--- config.mk ---
export PLATFORM = sky130hd
export DESIGN_NAME = point_in_region_table
export DESIGN_NICKNAME = d
export VERILOG_FILES = /design/src/rtl/pirt_pkg.sv /design/src/rtl/pirt_cell.sv /design/src/rtl/pirt_ctrl.sv /design/src/rtl/point_in_region_table.sv
export SDC_FILE = /design/constraint.sdc
export NUM_CORES = 1
export LEC_CHECK = 0
export BUFFER_PORTS_ARGS = -buffer_cell sky130_fd_sc_hd__buf_4
export CORE_MARGIN = 2
export CORE_UTILIZATION = 30
export CTS_CLUSTER_DIAMETER = 100
export DETAILED_ROUTE_END_ITERATION = 12
export PLACE_DENSITY_LB_ADDON = 0.15
export REMOVE_ABC_BUFFERS = 1
export SLEW_MARGIN = 15
export SYNTH_ARGS = -nofsm -noshare
export SYNTH_HDL_FRONTEND = slang
export SYNTH_SLANG_ARGS = --single-unit
--- constraint.sdc ---
create_clock -name clk -period 12.9 [get_ports clk]
set_input_delay 0.645 -clock clk [delete_from_list [all_inputs] [get_ports clk]]
set_output_delay 0.645 -clock clk [all_outputs]
set_load 0.005 [all_outputs]
--- src/rtl/pirt_pkg.sv ---
// pirt_pkg: shared types and constants for the point-in-region table.
// Used by pirt_cell, pirt_ctrl and point_in_region_table. No dependencies.
package pirt_pkg;

  localparam int MAX_REGIONS_DEF = 16;
  localparam int COORD_BITS_DEF  = 12;
  localparam int REQ_W           = 3;
  localparam int KIND_W          = 2;
  localparam int IDX_IN_W        = 4;
  localparam int STATUS_W        = 2;

  typedef enum logic [REQ_W-1:0] {
    REQ_ADD   = 3'd0,
    REQ_CLEAR = 3'd1,
    REQ_QUERY = 3'd2,
    REQ_READ  = 3'd3,
    REQ_LIST  = 3'd4
  } req_t;

  typedef enum logic [STATUS_W-1:0] {
    STAT_OK    = 2'd0,
    STAT_FULL  = 2'd1,
    STAT_RANGE = 2'd2
  } status_t;

  typedef enum logic [1:0] {
    ST_IDLE = 2'd0,
    ST_SCAN = 2'd1,
    ST_DONE = 2'd2
  } state_t;

  // controller to cell row
  typedef struct packed {
    logic load;   // write the addressed cell from the input item
    logic shift;  // rotate the row by one cell toward cell 0
  } cell_ctl_t;

endpackage

--- src/rtl/pirt_cell.sv ---
// pirt_cell: one table slot of the region ring; holds one region.
// Depends on pirt_pkg (cell_ctl_t, KIND_W).
module pirt_cell #(
  parameter int COORD_BITS = pirt_pkg::COORD_BITS_DEF,
  parameter int IDX_W      = 4,
  parameter int CELL_IDX   = 0
) (
  input  logic                        clk,
  input  pirt_pkg::cell_ctl_t         ctl,
  input  logic [IDX_W-1:0]            load_idx,
  input  logic [COORD_BITS-1:0]       load_x,
  input  logic [COORD_BITS-1:0]       load_y,
  input  logic [COORD_BITS-1:0]       load_w,
  input  logic [COORD_BITS-1:0]       load_h,
  input  logic [pirt_pkg::KIND_W-1:0] load_k,
  input  logic [COORD_BITS-1:0]       nbr_x,
  input  logic [COORD_BITS-1:0]       nbr_y,
  input  logic [COORD_BITS-1:0]       nbr_w,
  input  logic [COORD_BITS-1:0]       nbr_h,
  input  logic [pirt_pkg::KIND_W-1:0] nbr_k,
  output logic [COORD_BITS-1:0]       cell_x,
  output logic [COORD_BITS-1:0]       cell_y,
  output logic [COORD_BITS-1:0]       cell_w,
  output logic [COORD_BITS-1:0]       cell_h,
  output logic [pirt_pkg::KIND_W-1:0] cell_k
);

  logic [COORD_BITS-1:0]       x_r, y_r, w_r, h_r;
  logic [pirt_pkg::KIND_W-1:0] k_r;
  logic                        sel;

  assign sel = ctl.load && (load_idx == IDX_W'(CELL_IDX));

  // payload only, no reset
  always_ff @(posedge clk) begin
    if (sel) begin
      x_r <= load_x;
      y_r <= load_y;
      w_r <= load_w;
      h_r <= load_h;
      k_r <= load_k;
    end else if (ctl.shift) begin
      x_r <= nbr_x;
      y_r <= nbr_y;
      w_r <= nbr_w;
      h_r <= nbr_h;
      k_r <= nbr_k;
    end
  end

  assign cell_x = x_r;
  assign cell_y = y_r;
  assign cell_w = w_r;
  assign cell_h = h_r;
  assign cell_k = k_r;

endmodule

--- src/rtl/pirt_ctrl.sv ---
// pirt_ctrl: request decode, fill count, scan sequencer and result register.
// Depends on pirt_pkg; looks at the head cell of the pirt_cell ring.
module pirt_ctrl #(
  parameter int MAX_REGIONS = pirt_pkg::MAX_REGIONS_DEF,
  parameter int COORD_BITS  = pirt_pkg::COORD_BITS_DEF,
  parameter int IDX_W       = (MAX_REGIONS > 1) ? $clog2(MAX_REGIONS) : 1,
  parameter int CNT_W       = $clog2(MAX_REGIONS + 1)
) (
  input  logic                          clk,
  input  logic                          rst_n,
  input  logic                          start,
  output logic                          busy,
  input  logic [pirt_pkg::REQ_W-1:0]    in_req_type,
  input  logic [pirt_pkg::KIND_W-1:0]   in_box_kind,
  input  logic [COORD_BITS-1:0]         in_point_x,
  input  logic [COORD_BITS-1:0]         in_point_y,
  input  logic [pirt_pkg::IDX_IN_W-1:0] in_entry_index,
  // head of the ring
  input  logic [COORD_BITS-1:0]         head_x,
  input  logic [COORD_BITS-1:0]         head_y,
  input  logic [COORD_BITS-1:0]         head_w,
  input  logic [COORD_BITS-1:0]         head_h,
  input  logic [pirt_pkg::KIND_W-1:0]   head_k,
  output pirt_pkg::cell_ctl_t           ctl,
  output logic [IDX_W-1:0]              load_idx,
  // result channel
  output logic                          out_strobe,
  output logic                          out_found,
  output logic [COORD_BITS-1:0]         out_hit_width,
  output logic [COORD_BITS-1:0]         out_entry_x,
  output logic [COORD_BITS-1:0]         out_entry_y,
  output logic [COORD_BITS-1:0]         out_entry_width,
  output logic [COORD_BITS-1:0]         out_entry_height,
  output logic [pirt_pkg::KIND_W-1:0]   out_entry_kind,
  output logic [CNT_W-1:0]              out_region_count,
  output logic [pirt_pkg::STATUS_W-1:0] out_status,
  output logic                          out_last
);

  localparam int SUM_W    = COORD_BITS + 1;
  localparam int CMP_W    = (CNT_W > pirt_pkg::IDX_IN_W) ? CNT_W : pirt_pkg::IDX_IN_W;
  localparam int LAST_STEP = MAX_REGIONS - 1;

  pirt_pkg::state_t state_r, state_nxt;

  logic [CNT_W-1:0]              count_r, count_nxt;
  logic [IDX_W-1:0]              step_r, step_nxt;
  pirt_pkg::req_t                req_r;
  logic [COORD_BITS-1:0]         px_r, py_r;
  logic [pirt_pkg::KIND_W-1:0]   kind_r;
  logic [pirt_pkg::IDX_IN_W-1:0] idx_r;

  // held entry: query hit, read capture, or pending list match
  logic                        res_v_r, res_v_nxt;
  logic [COORD_BITS-1:0]       res_x_r, res_y_r, res_w_r, res_h_r;
  logic [COORD_BITS-1:0]       res_x_nxt, res_y_nxt, res_w_nxt, res_h_nxt;
  logic [pirt_pkg::KIND_W-1:0] res_k_r, res_k_nxt;

  logic                        accept, full, step_last, in_range, head_hit, idx_here;

  logic                        emit;
  logic                        o_found, o_last;
  logic [COORD_BITS-1:0]       o_hitw, o_x, o_y, o_w, o_h;
  logic [pirt_pkg::KIND_W-1:0] o_k;
  logic [CNT_W-1:0]            o_cnt;
  pirt_pkg::status_t           o_status;

  logic                          strobe_r, found_r, last_r;
  logic [COORD_BITS-1:0]         hitw_r, ex_r, ey_r, ew_r, eh_r;
  logic [pirt_pkg::KIND_W-1:0]   ek_r;
  logic [CNT_W-1:0]              ocnt_r;
  logic [pirt_pkg::STATUS_W-1:0] ostat_r;

  assign busy      = (state_r != pirt_pkg::ST_IDLE);
  assign accept    = start && !busy;
  assign full      = (count_r == CNT_W'(MAX_REGIONS));
  assign step_last = (step_r == IDX_W'(LAST_STEP));
  assign in_range  = (CMP_W'(step_r) < CMP_W'(count_r));
  assign idx_here  = (CMP_W'(step_r) == CMP_W'(idx_r));
  assign load_idx  = count_r[IDX_W-1:0];

  // x <= px < x+w and y <= py < y+h, sums one bit wider
  assign head_hit = (head_x <= px_r) &&
                    (SUM_W'(px_r) < SUM_W'(head_x) + SUM_W'(head_w)) &&
                    (head_y <= py_r) &&
                    (SUM_W'(py_r) < SUM_W'(head_y) + SUM_W'(head_h));

  // next state
  always_comb begin
    state_nxt = state_r;
    unique case (state_r)
      pirt_pkg::ST_IDLE: begin
        if (accept && (in_req_type == pirt_pkg::REQ_QUERY ||
                       in_req_type == pirt_pkg::REQ_READ ||
                       in_req_type == pirt_pkg::REQ_LIST)) begin
          state_nxt = pirt_pkg::ST_SCAN;
        end
      end
      pirt_pkg::ST_SCAN: begin
        if (step_last) begin
          state_nxt = pirt_pkg::ST_DONE;
        end
      end
      pirt_pkg::ST_DONE: state_nxt = pirt_pkg::ST_IDLE;
      default:           state_nxt = pirt_pkg::ST_IDLE;
    endcase
  end

  // outputs and datapath updates
  always_comb begin
    ctl       = '0;
    count_nxt = count_r;
    step_nxt  = step_r;
    res_v_nxt = res_v_r;
    res_x_nxt = res_x_r;
    res_y_nxt = res_y_r;
    res_w_nxt = res_w_r;
    res_h_nxt = res_h_r;
    res_k_nxt = res_k_r;
    emit      = 1'b0;
    o_found   = 1'b0;
    o_hitw    = '0;
    o_x       = '0;
    o_y       = '0;
    o_w       = '0;
    o_h       = '0;
    o_k       = '0;
    o_cnt     = count_r;
    o_status  = pirt_pkg::STAT_OK;
    o_last    = 1'b1;
    unique case (state_r)
      pirt_pkg::ST_IDLE: begin
        if (accept) begin
          unique case (pirt_pkg::req_t'(in_req_type)) inside
            pirt_pkg::REQ_ADD: begin
              emit = 1'b1;
              if (full) begin
                o_status = pirt_pkg::STAT_FULL;
              end else begin
                ctl.load  = 1'b1;
                count_nxt = count_r + CNT_W'(1);
              end
              o_cnt = count_nxt;
            end
            pirt_pkg::REQ_CLEAR: begin
              emit      = 1'b1;
              count_nxt = '0;
              o_cnt     = '0;
            end
            pirt_pkg::REQ_QUERY, pirt_pkg::REQ_READ, pirt_pkg::REQ_LIST: begin
              step_nxt  = '0;
              res_v_nxt = 1'b0;
            end
            default: emit = 1'b1;
          endcase
        end
      end
      pirt_pkg::ST_SCAN: begin
        ctl.shift = 1'b1;
        step_nxt  = step_r + IDX_W'(1);
        case (req_r)
          pirt_pkg::REQ_QUERY: begin
            if (in_range && !res_v_r && head_hit) begin
              res_v_nxt = 1'b1;
              res_w_nxt = head_w;
            end
          end
          pirt_pkg::REQ_READ: begin
            if (in_range && idx_here) begin
              res_v_nxt = 1'b1;
              res_x_nxt = head_x;
              res_y_nxt = head_y;
              res_w_nxt = head_w;
              res_h_nxt = head_h;
              res_k_nxt = head_k;
            end
          end
          pirt_pkg::REQ_LIST: begin
            if (in_range && head_k == kind_r) begin
              // a later match exists, so the held one is not the last
              if (res_v_r) begin
                emit    = 1'b1;
                o_found = 1'b1;
                o_x     = res_x_r;
                o_y     = res_y_r;
                o_w     = res_w_r;
                o_h     = res_h_r;
                o_k     = res_k_r;
                o_last  = 1'b0;
              end
              res_v_nxt = 1'b1;
              res_x_nxt = head_x;
              res_y_nxt = head_y;
              res_w_nxt = head_w;
              res_h_nxt = head_h;
              res_k_nxt = head_k;
            end
          end
          default: ;
        endcase
      end
      pirt_pkg::ST_DONE: begin
        emit = 1'b1;
        case (req_r)
          pirt_pkg::REQ_QUERY: begin
            o_found = res_v_r;
            o_hitw  = res_v_r ? res_w_r : '0;
          end
          pirt_pkg::REQ_READ, pirt_pkg::REQ_LIST: begin
            o_found = res_v_r;
            if (res_v_r) begin
              o_x = res_x_r;
              o_y = res_y_r;
              o_w = res_w_r;
              o_h = res_h_r;
              o_k = res_k_r;
            end else if (req_r == pirt_pkg::REQ_READ) begin
              o_status = pirt_pkg::STAT_RANGE;
            end
          end
          default: ;
        endcase
      end
      default: ;
    endcase
  end

  // control state
  always_ff @(posedge clk) begin
    if (!rst_n) begin
      state_r  <= pirt_pkg::ST_IDLE;
      count_r  <= '0;
      strobe_r <= 1'b0;
    end else begin
      state_r  <= state_nxt;
      count_r  <= count_nxt;
      strobe_r <= emit;
    end
  end

  // request capture, scan state and result payload
  always_ff @(posedge clk) begin
    if (accept) begin
      req_r  <= pirt_pkg::req_t'(in_req_type);
      px_r   <= in_point_x;
      py_r   <= in_point_y;
      kind_r <= in_box_kind;
      idx_r  <= in_entry_index;
    end
    step_r  <= step_nxt;
    res_v_r <= res_v_nxt;
    res_x_r <= res_x_nxt;
    res_y_r <= res_y_nxt;
    res_w_r <= res_w_nxt;
    res_h_r <= res_h_nxt;
    res_k_r <= res_k_nxt;
    if (emit) begin
      found_r <= o_found;
      hitw_r  <= o_hitw;
      ex_r    <= o_x;
      ey_r    <= o_y;
      ew_r    <= o_w;
      eh_r    <= o_h;
      ek_r    <= o_k;
      ocnt_r  <= o_cnt;
      ostat_r <= o_status;
      last_r  <= o_last;
    end
  end

  assign out_strobe       = strobe_r;
  assign out_found        = found_r;
  assign out_hit_width    = hitw_r;
  assign out_entry_x      = ex_r;
  assign out_entry_y      = ey_r;
  assign out_entry_width  = ew_r;
  assign out_entry_height = eh_r;
  assign out_entry_kind   = ek_r;
  assign out_region_count = ocnt_r;
  assign out_status       = ostat_r;
  assign out_last         = last_r;

`ifndef ASSERT_OFF
  a_done_emits: assert property (@(posedge clk) disable iff (!rst_n)
    (state_r == pirt_pkg::ST_DONE) |=> (out_strobe && out_last))
    else $error("scan finished without a final result");

  a_scan_ends: assert property (@(posedge clk) disable iff (!rst_n)
    (state_r == pirt_pkg::ST_SCAN && step_last) |=> (state_r == pirt_pkg::ST_DONE))
    else $error("scan ran past the last cell");

  a_full_drop: assert property (@(posedge clk) disable iff (!rst_n)
    (accept && in_req_type == pirt_pkg::REQ_ADD && full) |=>
      (out_strobe && out_status == pirt_pkg::STAT_FULL && count_r == $past(count_r)))
    else $error("add to a full table not dropped");

  a_mid_list: assert property (@(posedge clk) disable iff (!rst_n)
    (out_strobe && !out_last) |-> (state_r == pirt_pkg::ST_SCAN ||
                                   state_r == pirt_pkg::ST_DONE))
    else $error("non-final result outside a list scan");

  a_count_max: assert property (@(posedge clk) disable iff (!rst_n)
    ctl.load |-> !full)
    else $error("load into a full table");
`endif

endmodule

--- src/rtl/point_in_region_table.sv ---
// point_in_region_table: top level; ring of pirt_cell slots plus pirt_ctrl.
// Depends on pirt_pkg, pirt_cell, pirt_ctrl.
//
// Usage: present a request with start high; it is taken at a clock edge
// where busy is low. Every result appears for exactly one cycle with
// out_strobe high and cannot be held off, so the receiver must take it
// then. Add, clear and unknown request codes need no pass: the result
// shows in the next cycle and busy stays low, so such items may follow
// back to back. Query, read and list run a full pass around the ring of
// MAX_REGIONS cells: the item is taken, the scan state visits every cell,
// and the done state then registers the final result. Busy is high in
// the scan and done states, so the next item can be taken at the same
// edge as that final result.
// The pass length is set by the ring: the table rotates one cell per
// cycle past a single compare unit at cell 0, and a pass always
// completes so the table returns to its home positions. A list streams
// each match during the pass once a later match is found, and the final
// one, with out_last set, follows the pass; a list with no match gives
// one result with out_found clear. Region entries hold no reset; only
// slots below the fill count are ever looked at.
module point_in_region_table #(
  parameter int MAX_REGIONS = pirt_pkg::MAX_REGIONS_DEF,
  parameter int COORD_BITS  = pirt_pkg::COORD_BITS_DEF
) (
  input  logic                          clk,
  input  logic                          rst_n,
  input  logic                          start,
  output logic                          busy,
  input  logic [pirt_pkg::REQ_W-1:0]    in_req_type,
  input  logic [COORD_BITS-1:0]         in_box_x,
  input  logic [COORD_BITS-1:0]         in_box_y,
  input  logic [COORD_BITS-1:0]         in_box_width,
  input  logic [COORD_BITS-1:0]         in_box_height,
  input  logic [pirt_pkg::KIND_W-1:0]   in_box_kind,
  input  logic [COORD_BITS-1:0]         in_point_x,
  input  logic [COORD_BITS-1:0]         in_point_y,
  input  logic [pirt_pkg::IDX_IN_W-1:0] in_entry_index,
  output logic                          out_strobe,
  output logic                          out_found,
  output logic [COORD_BITS-1:0]         out_hit_width,
  output logic [COORD_BITS-1:0]         out_entry_x,
  output logic [COORD_BITS-1:0]         out_entry_y,
  output logic [COORD_BITS-1:0]         out_entry_width,
  output logic [COORD_BITS-1:0]         out_entry_height,
  output logic [pirt_pkg::KIND_W-1:0]   out_entry_kind,
  output logic [$clog2(MAX_REGIONS+1)-1:0] out_region_count,
  output logic [pirt_pkg::STATUS_W-1:0] out_status,
  output logic                          out_last
);

  localparam int IDX_W = (MAX_REGIONS > 1) ? $clog2(MAX_REGIONS) : 1;
  localparam int CNT_W = $clog2(MAX_REGIONS + 1);

  // per-slot contents; slot 0 is the head seen by the controller
  logic [COORD_BITS-1:0]       slot_x [MAX_REGIONS];
  logic [COORD_BITS-1:0]       slot_y [MAX_REGIONS];
  logic [COORD_BITS-1:0]       slot_w [MAX_REGIONS];
  logic [COORD_BITS-1:0]       slot_h [MAX_REGIONS];
  logic [pirt_pkg::KIND_W-1:0] slot_k [MAX_REGIONS];

  pirt_pkg::cell_ctl_t ctl;
  logic [IDX_W-1:0]    load_idx;

  // ring: each slot takes its upper neighbor on a shift, the top slot
  // takes the head, so MAX_REGIONS shifts restore the original order
  for (genvar i = 0; i < MAX_REGIONS; i++) begin : g_cell
    localparam int NBR = (i + 1) % MAX_REGIONS;
    pirt_cell #(
      .COORD_BITS (COORD_BITS),
      .IDX_W      (IDX_W),
      .CELL_IDX   (i)
    ) u_cell (
      .clk      (clk),
      .ctl      (ctl),
      .load_idx (load_idx),
      .load_x   (in_box_x),
      .load_y   (in_box_y),
      .load_w   (in_box_width),
      .load_h   (in_box_height),
      .load_k   (in_box_kind),
      .nbr_x    (slot_x[NBR]),
      .nbr_y    (slot_y[NBR]),
      .nbr_w    (slot_w[NBR]),
      .nbr_h    (slot_h[NBR]),
      .nbr_k    (slot_k[NBR]),
      .cell_x   (slot_x[i]),
      .cell_y   (slot_y[i]),
      .cell_w   (slot_w[i]),
      .cell_h   (slot_h[i]),
      .cell_k   (slot_k[i])
    );
  end

  pirt_ctrl #(
    .MAX_REGIONS (MAX_REGIONS),
    .COORD_BITS  (COORD_BITS),
    .IDX_W       (IDX_W),
    .CNT_W       (CNT_W)
  ) u_ctrl (
    .clk              (clk),
    .rst_n            (rst_n),
    .start            (start),
    .busy             (busy),
    .in_req_type      (in_req_type),
    .in_box_kind      (in_box_kind),
    .in_point_x       (in_point_x),
    .in_point_y       (in_point_y),
    .in_entry_index   (in_entry_index),
    .head_x           (slot_x[0]),
    .head_y           (slot_y[0]),
    .head_w           (slot_w[0]),
    .head_h           (slot_h[0]),
    .head_k           (slot_k[0]),
    .ctl              (ctl),
    .load_idx         (load_idx),
    .out_strobe       (out_strobe),
    .out_found        (out_found),
    .out_hit_width    (out_hit_width),
    .out_entry_x      (out_entry_x),
    .out_entry_y      (out_entry_y),
    .out_entry_width  (out_entry_width),
    .out_entry_height (out_entry_height),
    .out_entry_kind   (out_entry_kind),
    .out_region_count (out_region_count),
    .out_status       (out_status),
    .out_last         (out_last)
  );

endmodule
==> metrics.txt <==
largest net degree at the start of global routing=71; initial drt markers=1657; status=finished, final reports clean; Synth top area share=68.3%; R2R Path Start=g_cell[0].u_cell.cell_y[1]; Cell Area, Synth=42200 sq um; number of buffers created by CTS=109; Final Critical Period=5.19 ns; WHS=0.115 ns; register-to-register setup slack=7.71 ns; global route overflow=0; Worst Setup End Kind=flop; WP data arrival=5.58 ns; Crit Path Max Fanout=12; number of global-route vias before repair=22900; clk sinks=967; required time of the critical path=13.28 ns; routability cong.=0.826; nets@finish=2719; remaining design rule violation count=0; first-pass GRT wire length=165 mm; Fin Setup TNS=0 ns; VDD IR max=0.102 mV; period utilisation layout=40.3%; layout cells sized above 1=44.7%; MaxCap Viol Count=0; post-route cell area=48800 sq um; fin util=34.9%; Cells after Synth=2389; via count=21500; H-tree Lvls=3; Cell variety after synth=56; Core Box Area=140000 sq um; cts hold-fix bufs=0; Synth area leaders=edfxtp_1, mux2_2, ha_1; clk_lat worst skew=0.71 ns; hold path depth=1; Area Growth Syn to Fin=15.7%; FMAX=0.193 GHz; CTS tree=yes; hold path start=in_point_y[6]; Hold Path Class=primary input to flop; Synth Register Bits=967; Slew @ Worst Pin=1.15 ns; initial antenna violation count=7; die height=379 um; critical path launch point type=flop; Starting Density=30.2%; Die ar.=144000 sq um; Detailed Place HPWL=66.6 mm; final setup violating endpoints=0; Lkg Pwr=16.8 nW; Synth Area per Inst=17.6 sq um; CTS Buffer Depth=3; Main synth FF type=edfxtp_1; post_cts resized=0; post-CTS setup buffer count=0; Antenna Nets Post-Route=0; CTS clk-pin slew, worst paths=0.06 ns; RSZ-0062 raised after global routing=no; fraction of registers with async set/reset=0%; Pre-antenna DRT Iters=7; Post-synth EDFFs=959; Final Max Tran Viols=0; reg2reg path depth=16; Yosys warning count=0; Slew HR=23.4%; count of final hold-check violations=0; Setup Crit Path Kind=flop to flop; Routed WL per cell=25.3 um; final WL=114 mm; Vias/cell=4.76; PortBufs=156; post-synthesis sequential area ratio=68.7%; Post-DP Area=45400 sq um; leading area contributor after synthesis=edfxtp_1; P per Cell Area=154 nW/um^2; total power=7.50 mW; I/O pin count=157; Die Wd=379 um; Global Route Usage Sum=15.8%; clock root buffer=clkbuf_16; # rows=137; Worst Setup SP=g_cell[0].u_cell.cell_y[1]; clk_skew=0.0236 ns
critical path, stage by stage, from the launching register on:
cell and delay, ns:
edfxtp_1 0.47, ha_1 0.32, a21oi_1 0.33, o211ai_1 0.16, a31oi_1 0.30, nor2b_1 0.09
o21a_1 0.19, o41ai_1 0.31, xor2_1 0.13, ha_1 0.21, or4_1 0.55, a2111oi_0 0.46
a221oi_1 0.15, o21ai_0 0.32, nand4b_1 0.30, o41ai_2 0.29, buf_4 0.29
sequential cells by signal (all words and copies together), names as in the netlist, 4 cells and up:
name and cells:
u_ctrl.idx_r 4, u_ctrl.step_r 4, u_ctrl.out_entry_x 12, u_ctrl.py_r 12, g_cell.u_cell.cell_k 32, u_ctrl.px_r 12
u_ctrl.out_entry_y 12, u_ctrl.res_y_r 12, u_ctrl.res_x_r 12, u_ctrl.out_entry_width 12, u_ctrl.out_hit_width 12, u_ctrl.count_r 5
g_cell.u_cell.cell_y 192, u_ctrl.res_h_r 12, u_ctrl.out_region_count 5, g_cell.u_cell.cell_x 192, u_ctrl.res_w_r 12, u_ctrl.out_entry_height 12
g_cell.u_cell.cell_w 192, g_cell.u_cell.cell_h 192
logic make-up (layout without fill, tap and decap cells):
family                     count (synthesis)  count (layout)  share of synthesized area (%)
DFF                                      967             967                           68.7
muxes                                    795             795                           21.6
and+or+nand+nor                          221             221                           2.90
buffers and inverters                    187             431                           2.10
AOI/OAI and AO/OA                        108             108                           1.64
adders and majority gates                 84              84                           2.53
xor gates and xnor gates                  27              27                          0.561
other                                      0               1                              0
final cells by class:
type	instances	area, sq um
multi-input cells	1235	12500
inverters	44	165
repair buffers	194	1460
fillers	13300	90800
flip-flops and latches	967	29000
clock inverters	48	385
clock buffers	145	2940
diodes	1	2.50
well taps	1876	2350
report_power, final:
part           internal [mW]  total (mW)  leakage (nW)  switching [mW]
clock                   1.69        2.96          1.61            1.28
combinational          0.266       0.687          6.28           0.421
sequential              3.76        3.85          8.88          0.0892
final timing paths:
kind | end
max | u_ctrl.res_w_r[9]
min | u_ctrl.py_r[6]
max reg2reg | u_ctrl.res_w_r[9]
min reg2reg | u_ctrl.res_x_r[0]
synth_stat cells (2+ instances only):
library cell	count
and3_1	3
nor3_2	3
buf_1	41
fa_1	2
o31ai_1	6
a211oi_1	5
a21oi_1	27
or4_1	2
nor3_1	13
o41ai_1	4
o21ai_0	29
a21o_1	8
buf_2	19
or3_1	2
xor2_1	19
and2_1	73
nor2_1	28
o21a_1	7
nand2_4	4
nor3b_1	3
nand3_1	11
clkbuf_2	5
edfxtp_1	959
nand2_1	47
nand4_1	9
xnor2_1	8
inv_1	43
a31oi_1	3
nand2b_1	6
mux2_4	39
buf_6	20
ha_1	82
dfxtp_1	8
nor2b_1	9
or2_2	3
o211ai_1	8
clkbuf_1	57
mux2_2	756
layer usage:
layer | share of wire, % | wire, um | global-route usage, % | vias to the layer above
met3 | 3.7 | 4210 | 2.40 | 147
li1 | - | - | - | 9559
met5 | 0 | 0 | 0 | -
met4 | 2.1 | 2350 | 4.47 | 0
met2 | 49 | 55500 | 26.5 | 403
met1 | 46 | 51900 | 21.2 | 11400
stage by stage:
step                      worst slack (ns)  cells
after floorplan                       7.27   2246
after global placement                7.84   4316
after detailed placement              7.69   4316
after CTS                             7.64   4509
after global routing                  7.27   4509
final                                 7.71   4510
placed cells by master, fill, tap and decap left out, types with 5 or more instances in the layout:
cell	Yosys	layout
nand2b_1	6	6
nand3_1	11	11
dfxtp_1	8	8
nand2_4	4	22
and2_1	73	70
o211ai_1	8	8
o31ai_1	6	6
xor2_1	19	19
clkinv_1	1	21
nand4_1	9	9
clkinv_2	0	14
inv_1	43	41
nor2b_1	9	9
a21o_1	8	8
clkbuf_16	0	111
bufinv_16	0	5
mux2_2	756	756
nor2_1	28	27
buf_4	1	194
a211oi_1	5	5
ha_1	82	82
edfxtp_1	959	959
mux2_4	39	39
clkbuf_1	57	31
nand2_1	47	27
a21oi_1	27	26
nor3_1	13	13
xnor2_1	8	8
o21ai_0	29	28
o21a_1	7	6
No activity file was read; power rests on OpenSTA's default activity.
